## src/hdl/mpat_pkg.sv

```systemverilog
// Package for the merging priority action table.
// Holds the entry type, operation and status codes, and the FSM state type.
// No dependencies.
package mpat_pkg;

  typedef enum logic [2:0] {
    FN_PUSH    = 3'd0,
    FN_POP     = 3'd1,
    FN_POP_ID  = 3'd2,
    FN_PEEK    = 3'd3,
    FN_EXPIRE  = 3'd4
  } func_e;

  typedef enum logic [1:0] {
    ST_OK    = 2'd0,
    ST_EMPTY = 2'd1,
    ST_FULL  = 2'd2
  } status_e;

  typedef enum logic [2:0] {
    S_IDLE,
    S_SCAN,
    S_DECIDE,
    S_MODIFY,
    S_FINISH
  } state_e;

  // Relevance floor: -400.0 in Q16.8
  localparam logic signed [23:0] REL_FLOOR = -24'sd102400;

  typedef struct packed {
    logic [9:0]         action;
    logic signed [23:0] rel;
    logic [15:0]        event_tag;
    logic [31:0]        birth;
  } entry_t;

  typedef struct packed {
    logic load_in;   // take the request entry (append)
    logic feed;      // take the recirculated head entry
    logic shift;     // take the right neighbor's entry
  } cell_ctrl_t;

endpackage

```

## src/hdl/merging_priority_action_table_unit.sv

```systemverilog
// Merging priority action table: a chain of TABLE_DEPTH cells kept in insertion
// order, cell 0 the oldest. Push, pop, pop-by-id and peek rotate the held
// entries through the head of the chain, one entry per cycle, in a scan pass that
// finds the matching id or the best relevance above -400.0 (oldest wins ties); a
// second rotation then drops or merges the chosen entry. Expiry rotates once and
// drops every aged entry. A merging push, or a pop or pop-by-id that finds its
// entry, makes both rotations; an appending or dropped push, a peek or a miss only
// the scan; an expiry with a nonzero limit only the drop rotation; an unused code
// none. All rotations pass through the single head cell.
// One request is in work at a time; a finished result waits in the output
// register while the next request is accepted. expire_seconds is written on
// the cfg channel; the user must write it only while idle, since the block
// itself does not enforce this.
module merging_priority_action_table_unit #(
  parameter int TABLE_DEPTH = 16
) (
  input  logic        clk_i,
  input  logic        rst_ni,
  input  logic        cfg_valid_i,
  output logic        cfg_ready_o,
  input  logic [15:0] cfg_data_i,
  input  logic        s_axis_tvalid,
  output logic        s_axis_tready,
  // func[2:0], action_id[12:3], relevance[36:13], event_id[52:37],
  // now_seconds[84:53], zero pad
  input  logic [87:0] s_axis_tdata,
  output logic        m_axis_tvalid,
  input  logic        m_axis_tready,
  // status[1:0], out_action_id[11:2], out_relevance[35:12],
  // out_event_id[51:36], entry_total[56:52], zero pad
  output logic [63:0] m_axis_tdata
);

  localparam int CW = $clog2(TABLE_DEPTH + 1);

  mpat_pkg::state_e st_q, st_d;

  logic [15:0] exp_q;
  logic [CW-1:0] cnt_q, stp_q, n0_q;

  // request fields
  logic [2:0]         op_func_q;
  logic [9:0]         op_id_q;
  logic signed [23:0] op_rel_q;
  logic [15:0]        op_ev_q;
  logic [31:0]        op_now_q;

  // scan record
  logic               found_q;
  logic [CW-1:0]      sel_q;
  mpat_pkg::entry_t   sel_ent_q;

  // pending result
  logic [1:0]         res_status_q;
  logic [9:0]         res_id_q;
  logic signed [23:0] res_rel_q;
  logic [15:0]        res_ev_q;

  logic               out_vld_q;
  logic [63:0]        out_data_q;

  mpat_pkg::entry_t cells [TABLE_DEPTH];
  mpat_pkg::entry_t head, feed, new_ent;

  logic accept, scan_step, mod_step, decide, finish_ld;
  logic last_step, keep, by_id, cnt_room;
  logic [CW-1:0] last_pos;
  logic [31:0] age;
  logic [CW+4:0] total_w;

  assign accept   = s_axis_tvalid && s_axis_tready;
  assign head     = cells[0];
  assign last_pos = cnt_q - 1'b1;
  assign last_step = (stp_q == n0_q - 1'b1);
  assign by_id    = (op_func_q == mpat_pkg::FN_PUSH) || (op_func_q == mpat_pkg::FN_POP_ID);
  assign cnt_room = (cnt_q < CW'(TABLE_DEPTH));
  assign age      = op_now_q - head.birth;
  assign cfg_ready_o = 1'b1;

  // Next state
  always_comb begin
    st_d = st_q;
    case (st_q)
      mpat_pkg::S_IDLE: begin
        if (accept) begin
          case (s_axis_tdata[2:0])
            mpat_pkg::FN_PUSH, mpat_pkg::FN_POP, mpat_pkg::FN_POP_ID,
            mpat_pkg::FN_PEEK: begin
              st_d = (cnt_q == '0) ? mpat_pkg::S_DECIDE : mpat_pkg::S_SCAN;
            end
            mpat_pkg::FN_EXPIRE: begin
              st_d = (exp_q != '0 && cnt_q != '0) ? mpat_pkg::S_MODIFY
                                                   : mpat_pkg::S_FINISH;
            end
            default: st_d = mpat_pkg::S_FINISH;
          endcase
        end
      end
      mpat_pkg::S_SCAN: begin
        if (last_step) st_d = mpat_pkg::S_DECIDE;
      end
      mpat_pkg::S_DECIDE: begin
        if (found_q && op_func_q != mpat_pkg::FN_PEEK) st_d = mpat_pkg::S_MODIFY;
        else st_d = mpat_pkg::S_FINISH;
      end
      mpat_pkg::S_MODIFY: begin
        if (last_step) st_d = mpat_pkg::S_FINISH;
      end
      mpat_pkg::S_FINISH: begin
        if (!out_vld_q || m_axis_tready) st_d = mpat_pkg::S_IDLE;
      end
      default: st_d = mpat_pkg::S_IDLE;
    endcase
  end

  // State decoded controls
  always_comb begin
    s_axis_tready = 1'b0;
    scan_step     = 1'b0;
    mod_step      = 1'b0;
    decide        = 1'b0;
    finish_ld     = 1'b0;
    case (st_q)
      mpat_pkg::S_IDLE:   s_axis_tready = 1'b1;
      mpat_pkg::S_SCAN:   scan_step     = 1'b1;
      mpat_pkg::S_DECIDE: decide        = 1'b1;
      mpat_pkg::S_MODIFY: mod_step      = 1'b1;
      mpat_pkg::S_FINISH: finish_ld     = !out_vld_q || m_axis_tready;
      default: ;
    endcase
  end

  // Head handling during the modify rotation: merge, drop or keep.
  // During the scan the head recirculates untouched.
  always_comb begin
    feed = head;
    keep = 1'b1;
    case (op_func_q)
      mpat_pkg::FN_PUSH: begin
        if (mod_step && stp_q == sel_q && head.rel < op_rel_q) begin
          feed.rel       = op_rel_q;
          feed.event_tag = op_ev_q;
        end
      end
      mpat_pkg::FN_POP, mpat_pkg::FN_POP_ID: keep = !(stp_q == sel_q);
      mpat_pkg::FN_EXPIRE: keep = !(age > {16'd0, exp_q});
      default: ;
    endcase
  end

  assign new_ent = '{action: op_id_q, rel: op_rel_q, event_tag: op_ev_q, birth: op_now_q};

  // The cell chain
  for (genvar i = 0; i < TABLE_DEPTH; i++) begin : g_cell
    mpat_pkg::cell_ctrl_t ctrl;
    mpat_pkg::entry_t     nbr;
    assign ctrl.shift   = (scan_step || mod_step) && (CW'(i) < last_pos);
    assign ctrl.feed    = (scan_step || (mod_step && keep)) && (CW'(i) == last_pos);
    assign ctrl.load_in = decide && !found_q && op_func_q == mpat_pkg::FN_PUSH &&
                          cnt_room && (CW'(i) == cnt_q);
    if (i == TABLE_DEPTH - 1) begin : g_end
      assign nbr = cells[i];
    end else begin : g_mid
      assign nbr = cells[i+1];
    end
    mpat_cell u_cell (
      .clk_i   (clk_i),
      .ctrl_i  (ctrl),
      .nbr_i   (nbr),
      .feed_i  (feed),
      .new_i   (new_ent),
      .entry_o (cells[i])
    );
  end

  // Control registers
  always_ff @(posedge clk_i or negedge rst_ni) begin
    if (!rst_ni) begin
      st_q      <= mpat_pkg::S_IDLE;
      cnt_q     <= '0;
      exp_q     <= '0;
      out_vld_q <= 1'b0;
    end else begin
      st_q <= st_d;
      if (cfg_valid_i) exp_q <= cfg_data_i;
      if (decide && !found_q && op_func_q == mpat_pkg::FN_PUSH && cnt_room) begin
        cnt_q <= cnt_q + 1'b1;
      end else if (mod_step && !keep) begin
        cnt_q <= cnt_q - 1'b1;
      end
      if (finish_ld) out_vld_q <= 1'b1;
      else if (m_axis_tready) out_vld_q <= 1'b0;
    end
  end

  assign total_w = {5'd0, cnt_q};

  // Datapath registers
  always_ff @(posedge clk_i) begin
    if (accept) begin
      op_func_q    <= s_axis_tdata[2:0];
      op_id_q      <= s_axis_tdata[12:3];
      op_rel_q     <= s_axis_tdata[36:13];
      op_ev_q      <= s_axis_tdata[52:37];
      op_now_q     <= s_axis_tdata[84:53];
      found_q      <= 1'b0;
      sel_q        <= '0;
      sel_ent_q.rel <= mpat_pkg::REL_FLOOR;
      stp_q        <= '0;
      n0_q         <= cnt_q;
      res_status_q <= mpat_pkg::ST_OK;
      res_id_q     <= '0;
      res_rel_q    <= '0;
      res_ev_q     <= '0;
    end
    if (scan_step) begin
      stp_q <= stp_q + 1'b1;
      if (by_id) begin
        if (!found_q && head.action == op_id_q) begin
          found_q   <= 1'b1;
          sel_q     <= stp_q;
          sel_ent_q <= head;
        end
      end else if (head.rel > sel_ent_q.rel) begin
        found_q   <= 1'b1;
        sel_q     <= stp_q;
        sel_ent_q <= head;
      end
    end
    if (decide) begin
      stp_q <= '0;
      n0_q  <= cnt_q;
      if (found_q) begin
        res_status_q <= mpat_pkg::ST_OK;
        res_id_q     <= sel_ent_q.action;
        if (op_func_q == mpat_pkg::FN_PUSH && sel_ent_q.rel < op_rel_q) begin
          res_rel_q <= op_rel_q;
          res_ev_q  <= op_ev_q;
        end else begin
          res_rel_q <= sel_ent_q.rel;
          res_ev_q  <= sel_ent_q.event_tag;
        end
      end else if (op_func_q == mpat_pkg::FN_PUSH && cnt_room) begin
        res_status_q <= mpat_pkg::ST_OK;
        res_id_q     <= op_id_q;
        res_rel_q    <= op_rel_q;
        res_ev_q     <= op_ev_q;
      end else begin
        res_status_q <= (op_func_q == mpat_pkg::FN_PUSH) ? mpat_pkg::ST_FULL
                                                         : mpat_pkg::ST_EMPTY;
      end
    end
    if (mod_step) stp_q <= stp_q + 1'b1;
    if (finish_ld) begin
      out_data_q <= {7'd0, total_w[4:0], res_ev_q, res_rel_q, res_id_q, res_status_q};
    end
  end

  assign m_axis_tvalid = out_vld_q;
  assign m_axis_tdata  = out_data_q;

  // Table never holds more than its depth
  a_cnt_bound: assert property (@(posedge clk_i) disable iff (!rst_ni)
    cnt_q <= CW'(TABLE_DEPTH)) else $error("entry count above depth");

  // Scan rotation leaves the count alone
  a_scan_cnt: assert property (@(posedge clk_i) disable iff (!rst_ni)
    st_q == mpat_pkg::S_SCAN |=> $stable(cnt_q)) else $error("count moved in scan");

  // Modify rotation only runs over a non-empty table
  a_mod_nonempty: assert property (@(posedge clk_i) disable iff (!rst_ni)
    st_q == mpat_pkg::S_MODIFY |-> cnt_q != '0) else $error("modify on empty table");

endmodule

```

## src/hdl/mpat_cell.sv

```systemverilog
// One storage cell of the action table chain.
// Depends on mpat_pkg (entry_t, cell_ctrl_t).
module mpat_cell (
  input  logic                clk_i,
  input  mpat_pkg::cell_ctrl_t ctrl_i,
  input  mpat_pkg::entry_t    nbr_i,
  input  mpat_pkg::entry_t    feed_i,
  input  mpat_pkg::entry_t    new_i,
  output mpat_pkg::entry_t    entry_o
);

  mpat_pkg::entry_t entry_q, entry_d;

  always_comb begin
    entry_d = entry_q;
    if (ctrl_i.load_in) begin
      entry_d = new_i;
    end else if (ctrl_i.feed) begin
      entry_d = feed_i;
    end else if (ctrl_i.shift) begin
      entry_d = nbr_i;
    end
  end

  always_ff @(posedge clk_i) begin
    entry_q <= entry_d;
  end

  assign entry_o = entry_q;

endmodule
```

## config.mk

```make
export PLATFORM = sky130hd
export DESIGN_NAME = merging_priority_action_table_unit
export DESIGN_NICKNAME = d
export VERILOG_FILES = /design/src/hdl/mpat_pkg.sv /design/src/hdl/merging_priority_action_table_unit.sv /design/src/hdl/mpat_cell.sv
export SDC_FILE = /design/constraint.sdc
export NUM_CORES = 2
export LEC_CHECK = 0
export BUFFER_PORTS_ARGS = -buffer_cell sky130_fd_sc_hd__buf_2
export CAP_MARGIN = 5
export CORE_MARGIN = 8
export CORE_UTILIZATION = 40
export CTS_CLUSTER_SIZE = 14
export DETAILED_ROUTE_END_ITERATION = 16
export REMOVE_ABC_BUFFERS = 1
export SYNTH_ARGS = -nofsm -noshare
export SYNTH_HDL_FRONTEND = slang
export SYNTH_SLANG_ARGS = --single-unit
```

## constraint.sdc

```tcl
create_clock -name clk_i -period 14.4 [get_ports clk_i]
set_clock_uncertainty 0.05 [all_clocks]
set_input_delay 2.16 -clock clk_i [delete_from_list [all_inputs] [get_ports clk_i]]
set_output_delay 2.16 -clock clk_i [all_outputs]
set_load 0.02 [all_outputs]
```

Word-level counts from Yosys, hierarchy flattened
Cells that the tools add are included.

Register bits after elaboration: 1629. Latch bits: 0. Memory bits (writable): 0. Bits in read-only memories: 0. Bits of input ports: 109. Word-level logic and storage cells: 373. Memories kept: 0.

Add/sub/neg operators: 5. Multipliers: 0. Div/mod/pow operators: 0. Order comparisons: 20. Equality and inequality tests: 51. Shifts and indexed selects: 0. Mux-type cells: 108. Bitwise gates (word level): 0. Reductions and logical operators: 103.

Operator list (count): 82-bit two-way mux (50); 24-bit two-way mux (6); 4-bit by 5-bit == test with 1-bit output, first input constant (16); 16-bit two-way mux (5); 40-bit two-way mux (2); 72-bit two-way mux (1); 5-bit two-way mux (13); 1-bit logical AND (60); 24-bit less-than comparator (2); 3-bit nonzero test (15); 3-bit by 5-bit == test with 1-bit output, first input constant (8); 10-bit two-way mux (4); 4-bit by 5-bit less-than comparator with 1-bit output, first input constant (7); 32-bit by 16-bit greater-than comparator with 1-bit output (1); 32-bit subtractor (1); 24-bit greater-than comparator (1); 2-bit by 5-bit == test with 1-bit output, first input constant (4); 3-bit by 5-bit less-than comparator with 1-bit output, first input constant (4); 3-bit two-way mux (6); 16-bit nonzero test (1); 3-bit by 2-bit == test with 1-bit output, second input constant (5); 3-bit one-hot mux with 5 select lines (1); 1-bit two-way mux (12); 2-bit two-way mux (6); 27 further kinds (56).

Depth between registers and ports, before layout
Word-level depth: 9. Depth in mapped cells: 25. Mapped depth without buffers: 22.

Cells and area by module
Synthesis repeated with hierarchy kept, for this count alone.

Cell total of the unflattened synthesis: 7284. Area, all modules: 84205.8 um2.

Modules (own cells, without submodules): mpat_cell (instances 16, cells an instance 356, area an instance 4240.3 um2); merging_priority_action_table_unit (instances 1, cells an instance 1588, area an instance 16360.7 um2).

Least setup slack after synthesis
OpenSTA, ideal clock, no wires.

Kind: reg-to-reg. Start: register op_now_q[4]. End: register g_cell[15].u_cell.entry_q (netlist bit g_cell[15].u_cell.entry_o[0]), enable pin. Library setup time: 643 ps. Data arrival time: 9985 ps. Required time: 13707 ps. Setup slack: 3722 ps. Stages on the path, launching flop included: 23. Period minus slack after synthesis: 10678 ps. Path through: edfxtp_1 > ha_1 > a21o_1 > a31o_2 > o21a_1 > o21ai_0 > nand2b_1 > a21o_1 > a21oi_1 > xnor2_1 > ha_1 > and4_1 > nand4bb_1 > a21o_1 > o211ai_1 > o21ai_0 > nand4b_1 > nor4_2 > and3_1 > buf_2 > nor2_1 > clkbuf_1 > o31ai_1.

Longest elaborated chain between the ends: 8.

RTL lines: start, declared (line merging_priority_action_table_unit.sv:46) `logic [31:0] op_now_q;`; start signal, assigned (line merging_priority_action_table_unit.sv:205) `op_now_q <= s_axis_tdata[84:53];`; 32-bit subtractor (line merging_priority_action_table_unit.sv:77) `assign age = op_now_q - head.birth;`; 32-bit by 16-bit greater-than comparator with 1-bit output (line merging_priority_action_table_unit.sv:146) `mpat_pkg::FN_EXPIRE: keep = !(age > {16'd0, exp_q});`; 1-bit zero test (line merging_priority_action_table_unit.sv:146); 1-bit one-hot mux with 2 select lines (line merging_priority_action_table_unit.sv:138) `case (op_func_q)`; 1-bit logical AND (line merging_priority_action_table_unit.sv:158) `assign ctrl.feed = (scan_step || (mod_step && keep)) && (CW'(i) == last_pos);`; 1-bit logical OR (line merging_priority_action_table_unit.sv:158); 1-bit logical AND (line merging_priority_action_table_unit.sv:158); 2-bit nonzero test (no source line); end signal, assigned (line mpat_cell.sv:26) `entry_q <= entry_d;`; end, declared (line mpat_cell.sv:12) `mpat_pkg::entry_t entry_q, entry_d;`.

Every way passes these cells. A chain may end at the register's enable or synchronous reset.

==> flow_metrics.tcl <==
set metrics [dict create \
    outcome "finished, final reports clean" \
    track_usage_pct 24.0 \
    nets 7638 \
    ys_ff_latch 1597 \
    cts_hold_buf 0 \
    synthCells 7679 \
    setup_tns_ns 0 \
    critical_path_required_ns 14.86 \
    drc 0 \
    fillers 18979 \
    die_area_sq_um 221000 \
    fin_util_pct 43.9 \
    fmaxAchievable_ghz 0.115 \
    grt_pass1_vias 59284 \
    cts-root-buf "clkbuf_16" \
    synth.area.top_cells "edfxtp_1 54%, mux2i_1 6.6%, o21ai_0 5.9%, nand2_1 4.6%, and2_1 4.3%" \
    core-area_sq_um 206000 \
    htree_levels 4 \
    crit_type "reg -> reg" \
    most-common-layout-cells "1492 x edfxtp_1, 1012 x nand2_1, 967 x o21ai_0, 565 x and2_1, 543 x mux2i_1" \
    vias_per_cell 6.07 \
    wirelength_um 279000 \
    crit_path_max_fanout 57 \
    fin_crit_ns 8.67 \
    antenna_found_initial 10 \
    die_y_um 470 \
    maxCapViolations 0 \
    cts_tree "done" \
    drt_iter0_drc 7575 \
    io_buffers 164 \
    vias 62192 \
    crit_path_end_kind "flip-flop" \
    cts_made_buffers 176 \
    wl_per_cell_um 27.2 \
    ys.flop_type "edfxtp_1" \
    drv_slew 0 \
    ir_drop_mv 0.216 \
    syn_area_sq_um 82600 \
    initial_core_util_pct 40.1 \
    powerDensity_nw_per_um2 240 \
    area_growth_pct 9.61 \
    dp_hpwl_um 151000 \
    drive_above_1_share_pct 9.89 \
    postRouteAntennaNets 0 \
    clk_latency_ns 0.83 \
    yosys_warnings 0 \
    post-route-period-util_pct 60.2 \
    io_pins 176 \
    cp-start-kind "flip-flop" \
    ys_types 85 \
    finalSetupViolations 0 \
    grt-ovfl-total 0 \
    ctsLongestPathBuffers 3 \
    row_count 167 \
    timing.slew.headroom_pct 11.4 \
    avgSynthCellArea_sq_um 10.8 \
    final_common_cell "edfxtp_1" \
    ys_seq_area_share_pct 56.9 \
    postCtsSetupBuffers 0 \
    cts.sinks 1597 \
    finalHoldViolations 0 \
    yosysTopAreaCell "edfxtp_1" \
    synth_top_area_share_pct 54.2 \
    clk_pin_slew_ns 0.06 \
    gp_congestion 0.901 \
    grt_max_degree 152 \
    grt_pass1_wl_um 404000 \
    cts_resized 0 \
    p_leak_nw 29.7 \
    synth_edf_count 1492 \
    rsz0062_at_grt "no" \
    worst_pin_slew_ns 1.33 \
    hp-class "reg -> reg" \
    firstDrtPassIters 9 \
    crit_arrival_ns 9.13 \
    synth-async-reset-ratio_pct 1.57 \
    die_w_um 470 \
]
[path summary, 6_finish.rpt]
kind                       cells after the start                             to                   startpoint  slack [ns]
min                                            0               m_axis_tdata[26]                res_rel_q[14]        0.38
min in group asynchronous                      1                       exp_q[0]                       rst_ni        1.38
max reg2reg                                   20  g_cell[11].u_cell.entry_o[20]  g_cell[0].u_cell.entry_o[4]        5.73
max in group asynchronous                      1                       cnt_q[4]                       rst_ni       12.35
min reg2reg                                    0               m_axis_tdata[26]                res_rel_q[14]        0.38
max                                           20  g_cell[11].u_cell.entry_o[20]  g_cell[0].u_cell.entry_o[4]        5.73
[final cells by class]
class,count,area (sq um),share of cell area (%)
antenna,4,10.0,0.0111
clock buffer,252,4960,5.47
clock inverter,66,519,0.573
inverter,124,470,0.520
multi-input combinational,5181,32100,35.5
sequential,1597,47000,51.9
tap,2704,3380,3.74
timing repair buffer,322,2030,2.24
[through the flow]
| stage | worst slack, ns | total power [mW] | cells | area, sq um | hold WS, ns |
|---|---|---|---|---|---|
| final | 5.73 | 21.7 | 10250 | 90500 | 0.380 |
| after global routing | 5.50 | 22.7 | 10246 | 90500 | 0.390 |
| after detailed placement | 5.88 | 17.2 | 9928 | 85100 | 0.368 |
| after CTS | 5.85 | 21.6 | 10246 | 90500 | 0.383 |
| after floorplan | 3.03 | 14.3 | 6902 | 79200 | 0.350 |
| after global placement | 6.03 | 17.0 | 9928 | 85100 | 0.363 |
[critical path, cell delays in order, from the launching register on]
cell and delay (ns):
edfxtp_1 0.68, inv_1 0.21, ha_1 0.43, a21o_1 0.22
a31o_2 0.25, o2111a_1 0.31, o211ai_1 0.41, nand2_1 0.16
xor2_1 0.19, ha_1 0.34, nand4_1 0.15, nand4bb_1 0.24
o21ai_0 0.53, nand4b_1 0.18, nor4_2 0.37, nand3_4 0.53
a21oi_4 0.98, buf_4 0.76, buf_4 0.83, mux2i_1 0.26
o21ai_0 0.10
[layer usage]
layer / vias up / track usage [%] / share of wire (%)
met3: 741 / 4.44 / 9.7
met2: 3298 / 38.8 / 46
met1: 30522 / 31.9 / 40
met4: 2 / 9.48 / 4.5
li1: 27629 / - / -
met5: - / 0 / 0.0043
[sequential cells by signal (all words and copies together), names as in the netlist, 10 cells and up]
register	count
sel_ent_q	50
res_rel_q	24
op_ev_q	16
exp_q	16
op_id_q	10
op_rel_q	24
res_id_q	10
op_now_q	32
res_ev_q	16
g_cell.u_cell.entry_o	1312
m_axis_tdata	57
[power by group]
part	switching, mW	internal, mW	total (mW)
Combinational	5.30	2.28	7.58
Sequential	1.09	8.64	9.73
Clock	1.93	2.46	4.39
[cell usage after synthesis, types with 35 or more instances]
master / number
o21ai_1: 432
mux2i_1: 543
nor3_1: 60
buf_1: 56
edfxtp_1: 1492
nor2b_1: 43
buf_6: 35
nor2_1: 157
inv_1: 100
o211ai_1: 103
o22ai_1: 326
buf_2: 79
nand2_1: 1018
and2_1: 565
clkbuf_1: 581
a21o_1: 41
ha_1: 126
nand3_1: 175
dfxtp_1: 80
a31oi_1: 45
mux2_2: 105
a21oi_1: 58
o21ai_0: 968
[cell families after synthesis]
logic type,Yosys count,synth area share [%]
buffers and inverters,907,4.70
XOR/XNOR,42,0.445
other,2,0.00909
flip-flops,1597,56.9
AND/OR/NAND/NOR,2163,12.5
AO/OA/AOI/OAI,2193,15.4
adder cells (fa/ha/maj),127,1.93
multiplexers,648,8.01
(Power assumes the default switching activity.)
